[src/snmp_pkg.sv]
// ----------------------------------------------------------------------------
// snmp_pkg
// shared types and constants for the snmp response ber parser
// ----------------------------------------------------------------------------
package snmp_pkg;

    localparam int MAX_DATAGRAM_DEF = 2048;

    localparam logic [4:0] PH_OUT_TAG  = 5'd0;
    localparam logic [4:0] PH_OUT_LEN  = 5'd1;
    localparam logic [4:0] PH_LIST_LEN = 5'd20;
    localparam logic [4:0] PH_VB_TAG   = 5'd21;
    localparam logic [4:0] PH_NAME_TAG = 5'd23;
    localparam logic [4:0] PH_VAL_TAG  = 5'd26;
    localparam logic [4:0] PH_VAL_LEN  = 5'd27;
    localparam logic [4:0] PH_VAL_BODY = 5'd28;
    localparam logic [4:0] PH_VB_SKIP  = 5'd29;
    localparam logic [4:0] PH_DONE     = 5'd30;
    localparam logic [4:0] PH_FAILED   = 5'd31;

    localparam logic [1:0] ROLE_TAG  = 2'd0;
    localparam logic [1:0] ROLE_LEN  = 2'd1;
    localparam logic [1:0] ROLE_BODY = 2'd2;
    localparam logic [1:0] ROLE_MISC = 2'd3;

    localparam logic [2:0] K_NAME_ARC = 3'd0;
    localparam logic [2:0] K_VAL_ARC  = 3'd1;
    localparam logic [2:0] K_VAL_NUM  = 3'd2;
    localparam logic [2:0] K_TEXT     = 3'd3;
    localparam logic [2:0] K_VB_END   = 3'd4;
    localparam logic [2:0] K_STATUS   = 3'd5;

    localparam logic [3:0] T_NULL = 4'd0;
    localparam logic [3:0] T_INT  = 4'd1;
    localparam logic [3:0] T_C32  = 4'd2;
    localparam logic [3:0] T_G32  = 4'd3;
    localparam logic [3:0] T_TT   = 4'd4;
    localparam logic [3:0] T_OCT  = 4'd5;
    localparam logic [3:0] T_OID  = 4'd6;
    localparam logic [3:0] T_OTH  = 4'd7;
    localparam logic [3:0] T_NSO  = 4'd8;
    localparam logic [3:0] T_NSI  = 4'd9;
    localparam logic [3:0] T_EOM  = 4'd10;

    typedef struct packed {
        logic [2:0]  kind;
        logic [63:0] number;
        logic [3:0]  value_type;
        logic [7:0]  text_byte;
        logic        bad_response;
    } res_t;

    typedef struct packed {
        logic [2:0] count;
        res_t [3:0] res;
    } res_group_t;

    function automatic logic [1:0] phase_role(input logic [4:0] ph);
        logic [1:0] r;
        case (ph)
            5'd0, 5'd2, 5'd5, 5'd8, 5'd10, 5'd13, 5'd16, 5'd19, 5'd21, 5'd23, 5'd26:
                r = ROLE_TAG;
            5'd1, 5'd3, 5'd6, 5'd9, 5'd11, 5'd14, 5'd17, 5'd20, 5'd22, 5'd24, 5'd27:
                r = ROLE_LEN;
            5'd4, 5'd7, 5'd12, 5'd15, 5'd18, 5'd25, 5'd28:
                r = ROLE_BODY;
            default: r = ROLE_MISC;
        endcase
        return r;
    endfunction

    function automatic logic [7:0] phase_tag(input logic [4:0] ph);
        logic [7:0] t;
        case (ph)
            5'd0, 5'd19, 5'd21: t = 8'h30;
            5'd2, 5'd10, 5'd13, 5'd16: t = 8'h02;
            5'd5:  t = 8'h04;
            5'd8:  t = 8'hA2;
            5'd23: t = 8'h06;
            default: t = 8'h00;
        endcase
        return t;
    endfunction

    function automatic logic [3:0] type_code(input logic [7:0] tag);
        logic [3:0] c;
        unique case (tag)
            8'h05: c = T_NULL;
            8'h02: c = T_INT;
            8'h41: c = T_C32;
            8'h42: c = T_G32;
            8'h43: c = T_TT;
            8'h04: c = T_OCT;
            8'h06: c = T_OID;
            8'h80: c = T_NSO;
            8'h81: c = T_NSI;
            8'h82: c = T_EOM;
            default: c = T_OTH;
        endcase
        return c;
    endfunction

endpackage

[src/snmp_fsm.sv]
// ----------------------------------------------------------------------------
// snmp_fsm
// byte-wise ber walk: state update and the results caused by one byte
// ----------------------------------------------------------------------------
module snmp_fsm
    import snmp_pkg::*;
#(
    parameter int MAX_DATAGRAM = MAX_DATAGRAM_DEF
)
(
    input  logic       clk,
    input  logic       rst_n,
    input  logic       step,
    input  logic [7:0] octet,
    input  logic       last,
    output res_group_t group
);

    localparam int CW = $clog2(MAX_DATAGRAM + 2);
    localparam int RW = 12;
    localparam logic [CW-1:0] MAXD = CW'(MAX_DATAGRAM);

    logic [4:0]    phase_reg, phase_next;
    logic [31:0]   lacc_reg, lacc_next;
    logic [2:0]    lleft_reg, lleft_next;
    logic [RW-1:0] outer_reg, outer_next, pdu_reg, pdu_next, list_reg, list_next;
    logic [RW-1:0] vb_reg, vb_next, elem_reg, elem_next;
    logic [63:0]   arc_reg, arc_next, vacc_reg, vacc_next;
    logic          first_reg, first_next;
    logic [7:0]    vtag_reg, vtag_next;
    logic          any_reg, any_next, err_reg, err_next;
    logic [CW-1:0] bcnt_reg, bcnt_next;

    always_ff @(posedge clk or negedge rst_n)
    begin
        if (!rst_n)
        begin
            phase_reg <= PH_OUT_TAG;
            lacc_reg  <= '0;
            lleft_reg <= '0;
            outer_reg <= '0;
            pdu_reg   <= '0;
            list_reg  <= '0;
            vb_reg    <= '0;
            elem_reg  <= '0;
            arc_reg   <= '0;
            vacc_reg  <= '0;
            first_reg <= 1'b1;
            vtag_reg  <= '0;
            any_reg   <= 1'b0;
            err_reg   <= 1'b0;
            bcnt_reg  <= '0;
        end
        else if (step)
        begin
            phase_reg <= phase_next;
            lacc_reg  <= lacc_next;
            lleft_reg <= lleft_next;
            outer_reg <= outer_next;
            pdu_reg   <= pdu_next;
            list_reg  <= list_next;
            vb_reg    <= vb_next;
            elem_reg  <= elem_next;
            arc_reg   <= arc_next;
            vacc_reg  <= vacc_next;
            first_reg <= first_next;
            vtag_reg  <= vtag_next;
            any_reg   <= any_next;
            err_reg   <= err_next;
            bcnt_reg  <= bcnt_next;
        end
    end

    // comb scratch
    logic [1:0]    role;
    logic          ok, len_done, len_bad;
    logic [31:0]   ln, room;
    logic [63:0]   arc_new;
    logic [3:0]    ty;
    logic [7:0]    shown;
    logic          bad;
    res_group_t    g;

    function automatic res_t mk(input logic [2:0] k, input logic [63:0] n,
                                input logic [3:0] t, input logic [7:0] x, input logic b);
        res_t r;
        r.kind = k; r.number = n; r.value_type = t; r.text_byte = x; r.bad_response = b;
        return r;
    endfunction

    always_comb
    begin
        phase_next = phase_reg;
        lacc_next  = lacc_reg;
        lleft_next = lleft_reg;
        outer_next = outer_reg;
        pdu_next   = pdu_reg;
        list_next  = list_reg;
        vb_next    = vb_reg;
        elem_next  = elem_reg;
        arc_next   = arc_reg;
        vacc_next  = vacc_reg;
        first_next = first_reg;
        vtag_next  = vtag_reg;
        any_next   = any_reg;
        err_next   = err_reg;
        bcnt_next  = bcnt_reg;
        g          = '0;
        ok         = 1'b1;
        len_done   = 1'b0;
        len_bad    = 1'b0;
        ln         = '0;
        room       = '0;
        arc_new    = '0;
        ty         = type_code(vtag_reg);
        shown      = octet;
        bad        = 1'b0;

        if (bcnt_reg <= MAXD)
            bcnt_next = bcnt_reg + CW'(1);
        if (bcnt_next > MAXD && phase_reg != PH_FAILED)
        begin
            phase_next = PH_FAILED;
            err_next   = 1'b1;
        end

        role = phase_role(phase_next);
        if (phase_next != PH_FAILED)
        begin
            ok = 1'b1;
            if (role == ROLE_BODY && elem_reg == '0)
                ok = 1'b0;
            else if (phase_next >= 5'd2 && phase_next <= 5'd9)
                ok = outer_reg != '0;
            else if (phase_next >= 5'd10 && phase_next <= PH_LIST_LEN)
                ok = pdu_reg != '0;
            else if (phase_next == PH_VB_TAG || phase_next == 5'd22)
                ok = list_reg != '0;
            else if (phase_next >= PH_NAME_TAG && phase_next <= PH_VB_SKIP)
                ok = vb_reg != '0;

            if (!ok)
            begin
                phase_next = PH_FAILED;
                err_next   = 1'b1;
            end
            else
            begin
                if (phase_reg >= 5'd2 && phase_reg <= PH_DONE && outer_reg != '0)
                    outer_next = outer_reg - RW'(1);
                if (phase_reg >= 5'd10 && phase_reg <= PH_DONE && pdu_reg != '0)
                    pdu_next = pdu_reg - RW'(1);
                if (phase_reg >= PH_VB_TAG && phase_reg <= PH_VB_SKIP && list_reg != '0)
                    list_next = list_reg - RW'(1);
                if (phase_reg >= PH_NAME_TAG && phase_reg <= PH_VB_SKIP && vb_reg != '0)
                    vb_next = vb_reg - RW'(1);
                if (role == ROLE_BODY && elem_reg != '0)
                    elem_next = elem_reg - RW'(1);

                unique case (role)
                    ROLE_TAG:
                    begin
                        if (phase_reg == PH_VAL_TAG)
                        begin
                            vtag_next  = octet;
                            phase_next = phase_reg + 5'd1;
                            lleft_next = '0;
                            lacc_next  = '0;
                        end
                        else if (octet != phase_tag(phase_reg))
                        begin
                            phase_next = PH_FAILED;
                            err_next   = 1'b1;
                        end
                        else
                        begin
                            phase_next = phase_reg + 5'd1;
                            lleft_next = '0;
                            lacc_next  = '0;
                        end
                    end
                    ROLE_LEN:
                    begin
                        if (lleft_reg == '0)
                        begin
                            if (!octet[7])
                            begin
                                lacc_next = {24'd0, octet};
                                len_done  = 1'b1;
                            end
                            else if (octet[6:0] == 7'd0 || octet[6:0] > 7'd4)
                                len_bad = 1'b1;
                            else
                            begin
                                lleft_next = octet[2:0];
                                lacc_next  = '0;
                            end
                        end
                        else
                        begin
                            lacc_next  = {lacc_reg[23:0], octet};
                            lleft_next = lleft_reg - 3'd1;
                            len_done   = lleft_reg == 3'd1;
                        end
                        ln = lacc_next;
                        if (len_bad)
                        begin
                            phase_next = PH_FAILED;
                            err_next   = 1'b1;
                        end
                        else if (len_done)
                        begin
                            case (phase_reg)
                                PH_OUT_LEN:
                                begin
                                    room = (bcnt_next < MAXD) ?
                                           32'(MAXD - bcnt_next) : 32'd0;
                                    outer_next = RW'((ln < room) ? ln : room);
                                    phase_next = 5'd2;
                                end
                                5'd3, 5'd6, 5'd11, 5'd14, 5'd17, 5'd24:
                                begin
                                    if (phase_reg == 5'd24)
                                    begin
                                        first_next = 1'b1;
                                        arc_next   = '0;
                                    end
                                    if (ln > 32'((phase_reg == 5'd3 || phase_reg == 5'd6) ?
                                        outer_next : (phase_reg == 5'd24 ? vb_next : pdu_next)))
                                    begin
                                        phase_next = PH_FAILED;
                                        err_next   = 1'b1;
                                    end
                                    else
                                    begin
                                        elem_next  = RW'(ln);
                                        phase_next = (ln != '0) ? phase_reg + 5'd1
                                                                : phase_reg + 5'd2;
                                    end
                                end
                                5'd9:
                                begin
                                    if (ln > 32'(outer_next))
                                    begin
                                        phase_next = PH_FAILED;
                                        err_next   = 1'b1;
                                    end
                                    else
                                    begin
                                        pdu_next   = RW'(ln);
                                        phase_next = 5'd10;
                                    end
                                end
                                PH_LIST_LEN:
                                begin
                                    if (ln > 32'(pdu_next))
                                    begin
                                        phase_next = PH_FAILED;
                                        err_next   = 1'b1;
                                    end
                                    else
                                    begin
                                        list_next  = RW'(ln);
                                        phase_next = (ln != '0) ? PH_VB_TAG : PH_DONE;
                                    end
                                end
                                5'd22:
                                begin
                                    if (ln > 32'(list_next))
                                    begin
                                        phase_next = PH_FAILED;
                                        err_next   = 1'b1;
                                    end
                                    else
                                    begin
                                        vb_next    = RW'(ln);
                                        phase_next = PH_NAME_TAG;
                                    end
                                end
                                default:
                                begin
                                    if (ln > 32'(vb_next))
                                    begin
                                        phase_next = PH_FAILED;
                                        err_next   = 1'b1;
                                    end
                                    else
                                    begin
                                        first_next = 1'b1;
                                        arc_next   = '0;
                                        vacc_next  = '0;
                                        elem_next  = RW'(ln);
                                        if (ln != '0)
                                            phase_next = PH_VAL_BODY;
                                        else
                                        begin
                                            if (ty >= T_INT && ty <= T_TT)
                                            begin
                                                g.res[g.count[1:0]] =
                                                    mk(K_VAL_NUM, 64'd0, ty, 8'd0, 1'b0);
                                                g.count = g.count + 3'd1;
                                            end
                                            if (vb_next == '0)
                                            begin
                                                g.res[g.count[1:0]] =
                                                    mk(K_VB_END, 64'd0, ty, 8'd0, 1'b0);
                                                g.count    = g.count + 3'd1;
                                                any_next   = 1'b1;
                                                phase_next = (list_next != '0) ? PH_VB_TAG : PH_DONE;
                                            end
                                            else
                                                phase_next = PH_VB_SKIP;
                                        end
                                    end
                                end
                            endcase
                        end
                    end
                    ROLE_BODY:
                    begin
                        arc_new = {arc_reg[56:0], octet[6:0]};
                        if (phase_reg == PH_VAL_BODY)
                        begin
                            if (ty == T_INT)
                                vacc_next = {(first_reg ? {56{octet[7]}} : vacc_reg[55:0]), octet};
                            if (ty == T_INT)
                                first_next = 1'b0;
                            if (ty >= T_C32 && ty <= T_TT)
                                vacc_next = {vacc_reg[55:0], octet};
                            if (ty == T_OCT)
                            begin
                                if ((octet < 8'h20 || octet >= 8'h7F) && octet != 8'h09 &&
                                    octet != 8'h0A && octet != 8'h0D)
                                    shown = 8'h3F;
                                g.res[g.count[1:0]] = mk(K_TEXT, 64'd0, T_OCT, shown, 1'b0);
                                g.count = g.count + 3'd1;
                            end
                            if (ty == T_OTH)
                            begin
                                g.res[g.count[1:0]] = mk(K_TEXT, 64'd0, T_OTH, octet, 1'b0);
                                g.count = g.count + 3'd1;
                            end
                            if (ty == T_OID)
                            begin
                                arc_next = arc_new;
                                if (!octet[7] || elem_next == '0)
                                begin
                                    if (first_reg)
                                    begin
                                        if (arc_new < 64'd40)
                                        begin
                                            g.res[0] = mk(K_VAL_ARC, 64'd0, T_OID, 8'd0, 1'b0);
                                            g.res[1] = mk(K_VAL_ARC, arc_new, T_OID, 8'd0, 1'b0);
                                        end
                                        else if (arc_new < 64'd80)
                                        begin
                                            g.res[0] = mk(K_VAL_ARC, 64'd1, T_OID, 8'd0, 1'b0);
                                            g.res[1] = mk(K_VAL_ARC, arc_new - 64'd40, T_OID,
                                                          8'd0, 1'b0);
                                        end
                                        else
                                        begin
                                            g.res[0] = mk(K_VAL_ARC, 64'd2, T_OID, 8'd0, 1'b0);
                                            g.res[1] = mk(K_VAL_ARC, arc_new - 64'd80, T_OID,
                                                          8'd0, 1'b0);
                                        end
                                        g.count = 3'd2;
                                        first_next = 1'b0;
                                    end
                                    else
                                    begin
                                        g.res[0] = mk(K_VAL_ARC, arc_new, T_OID, 8'd0, 1'b0);
                                        g.count = 3'd1;
                                    end
                                    arc_next = '0;
                                end
                            end
                            if (elem_next == '0)
                            begin
                                if (ty >= T_INT && ty <= T_TT)
                                begin
                                    g.res[g.count[1:0]] = mk(K_VAL_NUM, vacc_next, ty, 8'd0, 1'b0);
                                    g.count = g.count + 3'd1;
                                end
                                if (vb_next == '0)
                                begin
                                    g.res[g.count[1:0]] = mk(K_VB_END, 64'd0, ty, 8'd0, 1'b0);
                                    g.count    = g.count + 3'd1;
                                    any_next   = 1'b1;
                                    phase_next = (list_next != '0) ? PH_VB_TAG : PH_DONE;
                                end
                                else
                                    phase_next = PH_VB_SKIP;
                            end
                        end
                        else
                        begin
                            if (phase_reg == 5'd25)
                            begin
                                arc_next = arc_new;
                                if (!octet[7] || elem_next == '0)
                                begin
                                    if (first_reg)
                                    begin
                                        if (arc_new < 64'd40)
                                        begin
                                            g.res[0] = mk(K_NAME_ARC, 64'd0, T_NULL, 8'd0, 1'b0);
                                            g.res[1] = mk(K_NAME_ARC, arc_new, T_NULL, 8'd0, 1'b0);
                                        end
                                        else if (arc_new < 64'd80)
                                        begin
                                            g.res[0] = mk(K_NAME_ARC, 64'd1, T_NULL, 8'd0, 1'b0);
                                            g.res[1] = mk(K_NAME_ARC, arc_new - 64'd40, T_NULL,
                                                          8'd0, 1'b0);
                                        end
                                        else
                                        begin
                                            g.res[0] = mk(K_NAME_ARC, 64'd2, T_NULL, 8'd0, 1'b0);
                                            g.res[1] = mk(K_NAME_ARC, arc_new - 64'd80, T_NULL,
                                                          8'd0, 1'b0);
                                        end
                                        g.count = 3'd2;
                                        first_next = 1'b0;
                                    end
                                    else
                                    begin
                                        g.res[0] = mk(K_NAME_ARC, arc_new, T_NULL, 8'd0, 1'b0);
                                        g.count = 3'd1;
                                    end
                                    arc_next = '0;
                                end
                            end
                            if (elem_next == '0)
                                phase_next = phase_reg + 5'd1;
                        end
                    end
                    default:
                    begin
                        if (phase_reg == PH_VB_SKIP && vb_next == '0)
                        begin
                            g.res[g.count[1:0]] = mk(K_VB_END, 64'd0, ty, 8'd0, 1'b0);
                            g.count    = g.count + 3'd1;
                            any_next   = 1'b1;
                            phase_next = (list_next != '0) ? PH_VB_TAG : PH_DONE;
                        end
                    end
                endcase
            end
        end

        if (last)
        begin
            bad = err_next || phase_next != PH_DONE || pdu_next != '0 || !any_next;
            if (g.count < 3'd4)
            begin
                g.res[g.count[1:0]] = mk(K_STATUS, 64'd0, T_NULL, 8'd0, bad);
                g.count = g.count + 3'd1;
            end
            phase_next = PH_OUT_TAG;
            lacc_next  = '0;
            lleft_next = '0;
            outer_next = '0;
            pdu_next   = '0;
            list_next  = '0;
            vb_next    = '0;
            elem_next  = '0;
            arc_next   = '0;
            vacc_next  = '0;
            first_next = 1'b1;
            vtag_next  = '0;
            any_next   = 1'b0;
            err_next   = 1'b0;
            bcnt_next  = '0;
        end
        group = g;
    end

`ifndef ASSERT_OFF
    a_cnt: assert property (@(posedge clk) disable iff (!rst_n)
        step |-> group.count <= 3'd4)
        else $error("too many results");
    a_fail_sticky: assert property (@(posedge clk) disable iff (!rst_n)
        (step && phase_reg == PH_FAILED && !last) |=> phase_reg == PH_FAILED)
        else $error("left failed state");
    a_err: assert property (@(posedge clk) disable iff (!rst_n)
        phase_reg == PH_FAILED |-> err_reg)
        else $error("failed without error flag");
`endif

endmodule

[src/snmp_response_ber_parser.sv]
// ----------------------------------------------------------------------------
// snmp_response_ber_parser
// streaming ber decoder for snmpv2c get-response datagrams
// ----------------------------------------------------------------------------
// usage:
//   s_axis carries one datagram byte per item, tlast marks the last byte
//   m_axis carries decoded results: arcs, numbers, text bytes, varbind ends
//   and a packet status on the last byte; tlast marks the last result of
//   the input byte that caused it
// throughput: one byte per cycle while results flow and each byte causes at
//   most one result; a byte with more results hands them over one per cycle
// the first result of a byte appears in the cycle after the byte is accepted
// bytes that cause no result leave nothing pending and still need a free
//   result slot
// reset: parse state returns to the outer sequence tag, result register
//   empties
// stall: while m_axis_tready is low the pending result group holds and
//   s_axis_tready drops once the group can not be handed over
// ----------------------------------------------------------------------------
module snmp_response_ber_parser
    import snmp_pkg::*;
#(
    parameter int MAX_DATAGRAM = MAX_DATAGRAM_DEF
)
(
    input  logic        clk,
    input  logic        rst_n,
    input  logic        s_axis_tvalid,
    output logic        s_axis_tready,
    input  logic [7:0]  s_axis_tdata,   // rx_byte
    input  logic        s_axis_tlast,   // end_of_datagram
    output logic        m_axis_tvalid,
    input  logic        m_axis_tready,
    output logic [79:0] m_axis_tdata,   // number, value_type, text_byte, pad
    output logic [3:0]  m_axis_tuser,   // kind, bad_response
    output logic        m_axis_tlast    // last_of_run
);

    res_group_t grp_next, grp_reg;
    logic [2:0] idx_reg;
    logic       have_reg;
    logic       step;
    logic       done_now;
    res_t       cur;

    assign done_now      = have_reg && m_axis_tready && (idx_reg + 3'd1 >= grp_reg.count);
    assign s_axis_tready = !have_reg || done_now;
    assign step          = s_axis_tvalid && s_axis_tready;

    snmp_fsm #(.MAX_DATAGRAM(MAX_DATAGRAM)) u_fsm
    (
        .clk   (clk),
        .rst_n (rst_n),
        .step  (step),
        .octet (s_axis_tdata),
        .last  (s_axis_tlast),
        .group (grp_next)
    );

    always_ff @(posedge clk or negedge rst_n)
    begin
        if (!rst_n)
        begin
            have_reg <= 1'b0;
            idx_reg  <= '0;
        end
        else if (step)
        begin
            have_reg <= grp_next.count != '0;
            idx_reg  <= '0;
        end
        else if (done_now)
        begin
            have_reg <= 1'b0;
        end
        else if (have_reg && m_axis_tready)
        begin
            idx_reg <= idx_reg + 3'd1;
        end
    end

    always_ff @(posedge clk)
    begin
        if (step)
            grp_reg <= grp_next;
    end

    assign cur           = grp_reg.res[idx_reg[1:0]];
    assign m_axis_tvalid = have_reg;
    assign m_axis_tdata  = {4'd0, cur.text_byte, cur.value_type, cur.number};
    assign m_axis_tuser  = {cur.bad_response, cur.kind};
    assign m_axis_tlast  = idx_reg + 3'd1 >= grp_reg.count;

`ifndef ASSERT_OFF
    a_idx: assert property (@(posedge clk) disable iff (!rst_n)
        have_reg |-> idx_reg < grp_reg.count)
        else $error("result index out of range");
    a_hold: assert property (@(posedge clk) disable iff (!rst_n)
        (have_reg && !m_axis_tready) |=> have_reg && $stable(idx_reg))
        else $error("result dropped under stall");
    a_rdy: assert property (@(posedge clk) disable iff (!rst_n)
        (have_reg && !m_axis_tready) |-> !s_axis_tready)
        else $error("input taken while output stalled");
`endif

endmodule

[config.mk]
export PLATFORM = sky130hd
export DESIGN_NAME = snmp_response_ber_parser
export DESIGN_NICKNAME = d
export VERILOG_FILES = /design/src/snmp_pkg.sv /design/src/snmp_fsm.sv /design/src/snmp_response_ber_parser.sv
export SDC_FILE = /design/constraint.sdc
export NUM_CORES = 1
export LEC_CHECK = 0
export BUFFER_PORTS_ARGS = -buffer_cell sky130_fd_sc_hd__buf_2
export CAP_MARGIN = 5
export CORE_AREA = 2 2 275 277
export DETAILED_ROUTE_END_ITERATION = 6
export DIE_AREA = 0 0 277 279
export PLACE_DENSITY = 0.68
export SETUP_SLACK_MARGIN = 0.02
export SLEW_MARGIN = 10
export SYNTH_ARGS = -nofsm -noshare
export SYNTH_HDL_FRONTEND = slang
export SYNTH_HIERARCHICAL = 1
export SYNTH_SLANG_ARGS = --single-unit
[constraint.sdc]
create_clock -name clk -period 16.4 [get_ports clk]
set_input_delay 3.28 -clock clk [delete_from_list [all_inputs] [get_ports clk]]
set_output_delay 3.28 -clock clk [all_outputs]
set_load 0.02 [all_outputs]
==> impl_metrics.yaml, run 1 <==
outcome:
  status: "complete, no violations"
setup_path:
  crit_family: "simple AND/OR/NAND/NOR gates"
  crit_arrival_ps: 11640
  startpoint_type: "flip-flop"
  startpoint: "u_fsm/bcnt_reg[2]$_DFFE_PN0P_"
  cp_slowest_stage_delay_ps: 650
  end_kind: "flip-flop"
  criticalPathCategory: "reg2reg"
  crit_fanout: 54
  worst_path_most_repeated_cell: "ha_1"
  critPathSlowestCell: "nor3_2"
  reg2reg_from: "u_fsm/bcnt_reg[2]$_DFFE_PN0P_"
  cp_num_buf_inv: 3
  cp.required_ps: 16750
drt:
  avgViaCountPerCell: 6.47
  highest_layer: "met5"
  dr.first_iter.drc_count: 3425
  avgRoutedWirePerCell_um: 23.3
  routed-wl-met3_mm: 8.05
  drc: 0
  ant_nets: 0
  drt-total-wl_mm: 112
  vias: 30975
  wl_met2_mm: 52.3
  drt_pass1_iterations: 7
  wl_met1_mm: 46.6
floorplan:
  fp.dieW_um: 277
  dieArea_mm2: 0.0773
  num_rows: 100
  io_pins: 100
  fp.dieH_um: 279
  start_util_pct: 49.9
  fp.coreArea_mm2: 0.0741
placed_design:
  gp_congestion: 0.958
  placed_cell_area_mm2: 0.0377
  io_buffer_count: 95
  place_ws_ps: 5370
  dp.cells: 4658
  dpl.hpwl_mm: 73.4
sta:
  hold_viol: 0
  period_needed_ps: 11290
  fmax_mhz: 88.6
  setup_viol: 0
  worst_pin_slew_ps: 1120
  fin_ws_ps: 5110
  tns_ps: 0
  fin_skew_ps: 44.9
  hold_ws_ps: 483
  maxSlewViolCount: 0
  slew_headroom_pct: 25.5
  final.period_utilization_pct: 68.8
  rsz0062_at_grt: "no"
clocking:
  cts_max_path_buffers: 3
  clock_latency_ps: 630
  cts_tree: "built"
  cts_setup_buffers: 0
  post_cts_resized: 0
  cts_hold_buf: 0
  htreeDepth: 3
  numCtsBuffers: 67
  cts_root_buf: "clkbuf_16"
  clk_pin_slew_worst_paths_ps: 60
  cts.sinks: 571
finish:
  syn_to_final_growth_pct: 7.79
  postLayoutCellArea_mm2: 0.0398
  drive_gt1_share_pct: 12.0
  fin_cells: 4784
  final_util_pct: 53.8
  final_nets: 3922
  largest_reg_flops: 323
synthesis:
  ys_seq_area_share_pct: 43.1
  syn_avg_cell_area_um2: 9.59
  ys_seq_elements: 571
  synth_top_area_share_pct: 26.3
  asyncSetResetFlopFracSynth_pct: 43.4
  synth.largest_area_cell: "edfxtp_1"
  postSynthCellCount: 3850
  netlist_area_mm2: 0.0369
  ys_top_cells_by_count: "nor2_1, nand2_1, edfxtp_1, dfrtp_1"
  synth_edf_count: 323
  yosysWarnings: 6
  ys_top_cells_by_area: "edfxtp_1, dfrtp_1, ha_1, mux4_2, nor2_1"
  yosysMostFrequentCell: "nor2_1"
  yosysUniqueCellTypes: 110
  synth_ff_type: "edfxtp_1"
global_routing:
  grt_usage_pct: 28.6
  grt_pass1_wl_mm: 175
  grt_pass1_vias: 29445
  antenna_found_initial: 2
  grt_max_degree: 147
  grt-ovfl-total: 0
run:
  maxCapViolCount: 0
power_and_ir_drop:
  power_mw: 8.76
  p_per_area_mw_per_mm2: 220
  ir_drop_mv: 0.171
  p_leak_nw: 15.3
min_path:
  hold_start: "u_fsm/lleft_reg[1]$_DFFE_PN0P_"
  hold_path_class: "reg2reg"
==> layer usage <==
layer / track usage, % / vias up
met5: 0 / -
met4: 11.8 / 2
met3: 4.09 / 263
met2: 46.3 / 1394
met1: 38.7 / 15134
li1: - / 14182
==> layout make-up <==
cell class,count,area (um2)
Antenna cell,2,5.00
Sequential cell,571,15900
Fill cell,6639,34300
Multi-Input combinational cell,2856,19200
Timing Repair Buffer,148,896
Clock buffer,87,1790
Inverter,114,429
Tap cell,969,1210
Clock inverter,37,368
==> report_power, final <==
group          total (mW)  switching, mW  internal, mW
Sequential           2.15          0.255          1.89
Combinational        5.14           3.49          1.66
Clock                1.47          0.635         0.833
Total                8.76           4.38          4.38
==> cell families after synthesis <==
group           share of synthesized area (%)
simple gates                             17.6
compound gates                           19.8
flops                                    43.1
buf+inv                                  5.46
fa+ha+maj                                5.11
mux                                      6.17
xor+xnor                                 2.82
other cells                            0.0203
==> worst register-to-register path, delay by kind of cell (launching register included) <==
kind | cells | cell delay (ps)
AO/OA/AOI/OAI | 12 | 3550
adder cells (fa/ha/maj) | 5 | 1460
buffers and inverters | 3 | 950
flip-flops | 1 | 640
multiplexers | 1 | 140
AND/OR/NAND/NOR | 16 | 4270
==> cells in the final DEF, fill, tap and decap left out, types with 24 or more instances in the layout <==
cell type / n
dfrtp_1: 245
o31ai_1: 106
a21oi_1: 166
o21ai_0: 217
edfxtp_1: 323
nand4_1: 45
ha_1: 151
mux2i_1: 40
nand3_1: 54
o211ai_1: 29
nand2b_1: 31
and2_1: 24
clkbuf_16: 67
nand2_1: 435
nor4_1: 46
mux4_2: 80
buf_4: 52
xnor2_1: 60
buf_2: 94
or4_1: 26
or3_1: 27
o221a_2: 56
o221ai_1: 59
nor2_1: 473
nor3_1: 99
a22oi_1: 140
inv_1: 111
conb_1: 28
xor2_1: 59
==> path summary, 6_finish.rpt <==
check | end | slack (ps) | cells past startpoint
max in group asynchronous | idx_reg[1]$_DFFE_PN0P_ | 12200 | 2
min in group asynchronous | u_fsm/lacc_reg[26]$_DFFE_PN0P_ | 2670 | 1
setup / recovery | grp_reg[139]$_DFFE_PP_ | 5110 | 37
hold / removal | u_fsm/lleft_reg[1]$_DFFE_PN0P_ | 480 | 1
hold reg to reg | u_fsm/lleft_reg[1]$_DFFE_PN0P_ | 480 | 1
setup reg to reg | grp_reg[139]$_DFFE_PP_ | 5110 | 37
No activity file was read; power rests on OpenSTA's default activity.
==> inputs of run 2 (changes only) <==
==> constraint.sdc (replaced) <==
create_clock -name clk -period 10.7 [get_ports clk]
set_input_delay 2.14 -clock clk [delete_from_list [all_inputs] [get_ports clk]]
set_output_delay 2.14 -clock clk [all_outputs]
set_load 0.02 [all_outputs]
==> run 2 against run 1 <==
  * Fmax rose by 16%
  * Critical path type unchanged
  * Setup slack worse by 4200 ps
  * Non-clock buffer count grew 26
  * Combinational power rose by 55%
  * Global-route usage is 0.12 points lower
  * Largest cell class unchanged
  * Hold slack better by 4.5 ps
  * Sequential power is 54% higher
  * Clock skew rose by 3.0 ps
  * Via count is 0.22% lower
  * Critical path depth is 5 higher
==> impl_metrics.yaml, run 2 (synthesis gave the netlist of run 1 again) <==
min_path:
  hold_start: "u_fsm/lleft_reg[1]$_DFFE_PN0P_"
  holdPathStages: 1
  hold_path_class: "reg2reg"
  hold_end: "u_fsm/lleft_reg[1]$_DFFE_PN0P_"
placed_design:
  io_buffer_count: 95
  gp_congestion: 0.947
  dpl.hpwl_mm: 74.6
setup_path:
  cp.required_ps: 11160
  reg2reg_from: "u_fsm/bcnt_reg[0]$_DFFE_PN0P_"
  cp_slowest_stage_delay_ps: 580
  startpoint_type: "flip-flop"
  crit_arrival_ps: 10230
  end_kind: "flip-flop"
  criticalPathCategory: "reg2reg"
  ff2ff_path_depth: 42
  critPathSlowestCell: "a311oi_1"
  crit_fanout: 20
  r2r_slack_ps: 930
  worst_r2r_endpoint: "grp_reg[269]$_DFFE_PP_"
clocking:
  clock_latency_ps: 640
  clk_pin_slew_worst_paths_ps: 60
  cts_setup_buffers: 0
  cts_hold_buf: 0
  htreeDepth: 3
  cts_root_buf: "clkbuf_16"
  post_cts_resized: 0
  cts_tree: "built"
  cts.sinks: 571
  cts_max_path_buffers: 3
  numCtsBuffers: 66
sta:
  fin_skew_ps: 47.9
  maxSlewViolCount: 0
  fmax_mhz: 102
  slew_headroom_pct: 23.1
  hold_ws_ps: 488
  final.period_utilization_pct: 91.3
  setup_viol: 0
  rsz0062_at_grt: "no"
  period_needed_ps: 9770
  hold_viol: 0
  worst_pin_slew_ps: 1150
  tns_ps: 0
drt:
  dr.first_iter.drc_count: 3470
  avgRoutedWirePerCell_um: 23.3
  drt-total-wl_mm: 112
  wl_met1_mm: 45.6
  ant_nets: 0
  wl_met2_mm: 52.7
  highest_layer: "met5"
  avgViaCountPerCell: 6.43
  drc: 0
  routed-wl-met3_mm: 8.34
  vias: 30906
  drt_pass1_iterations: 6
outcome:
  status: "complete, no violations"
global_routing:
  grt_usage_pct: 28.5
  grt-ovfl-total: 0
  grt_max_degree: 115
  grt_pass1_wl_mm: 174
  antenna_found_initial: 4
  grt_pass1_vias: 29634
finish:
  syn_to_final_growth_pct: 8.64
  largest_reg_flops: 323
  layout_common_cells: "nor2_1, nand2_1, edfxtp_1, dfrtp_1, o21ai_0"
  mostFrequentLayoutCell: "nor2_1"
  final_nets: 3947
  drive_gt1_share_pct: 12.8
power_and_ir_drop:
  p_per_area_mw_per_mm2: 338
  ir_drop_mv: 0.256
  p_leak_nw: 15.5
floorplan:
  start_util_pct: 49.9
  fp.dieH_um: 279
  fp.dieW_um: 277
  num_rows: 100
  dieArea_mm2: 0.0773
  io_pins: 100
  fp.coreArea_mm2: 0.0741
run:
  maxCapViolCount: 0
[run 2: cell type report]
cell class | instances | area (um2)
Multi-Input combinational cell | 2856 | 19200
Antenna cell | 1 | 2.50
Tap cell | 969 | 1210
Clock buffer | 89 | 1840
Clock inverter | 32 | 393
Timing Repair Buffer | 174 | 1130
Sequential cell | 571 | 15900
Fill cell | 6638 | 33900
Inverter | 114 | 429
[run 2: how the worst max path moves through the flow]
stage	from	end	cells after the start
final	u_fsm/bcnt_reg[0]$_DFFE_PN0P_	grp_reg[269]$_DFFE_PP_	42
after floorplan	m_axis_tready	u_fsm/vacc_reg[43]$_DFFE_PN0P_	10
after global placement	u_fsm/bcnt_reg[0]$_DFFE_PN0P_	grp_reg[272]$_DFFE_PP_	40
after detailed placement	u_fsm/bcnt_reg[0]$_DFFE_PN0P_	grp_reg[299]$_DFFE_PP_	40
after CTS	u_fsm/bcnt_reg[0]$_DFFE_PN0P_	grp_reg[269]$_DFFE_PP_	40
after global routing	u_fsm/bcnt_reg[0]$_DFFE_PN0P_	grp_reg[269]$_DFFE_PP_	42
[run 2: per-layer routing]
metal / vias up / track usage [%]
li1: 14199 / -
met1: 15035 / 37.7
met2: 1375 / 46.5
met3: 291 / 4.41
met4: 6 / 12.5
met5: - / 0
[run 2: report_power, final]
part / total (mW) / internal [mW] / leakage [nW] / switching (mW)
clock: 2.31 / 1.33 / 1.08 / 0.981
sequential: 3.31 / 2.90 / 6.53 / 0.409
combinational: 7.96 / 2.63 / 7.88 / 5.33
total: 13.6 / 6.86 / 15.5 / 6.72
[run 2: through the flow]
step / instances / setup slack, ps / total power [mW] / area, um2 / util (%)
after floorplan: 3876 / 2180 / 8.82 / 37000 / -
after global placement: 4684 / 1260 / 11.1 / 37900 / 51.1
after detailed placement: 4684 / 995 / 11.1 / 37900 / 51.1
after CTS: 4805 / 984 / 13.5 / 40100 / 54.2
after global routing: 4805 / 49.9 / 14.4 / 40100 / 54.2
final: 4806 / 928 / 13.6 / 40100 / 54.2
[run 2: worst max-delay path, delay by kind of cell (launching register included)]
kind                     cells  cell delay (ps)
AND/OR/NAND/NOR             18             3420
AO/OA/AOI/OAI               13             3010
adder cells (fa/ha/maj)      6             1630
buffers and inverters        4              940
flip-flops                   1              450
multiplexers                 1              150
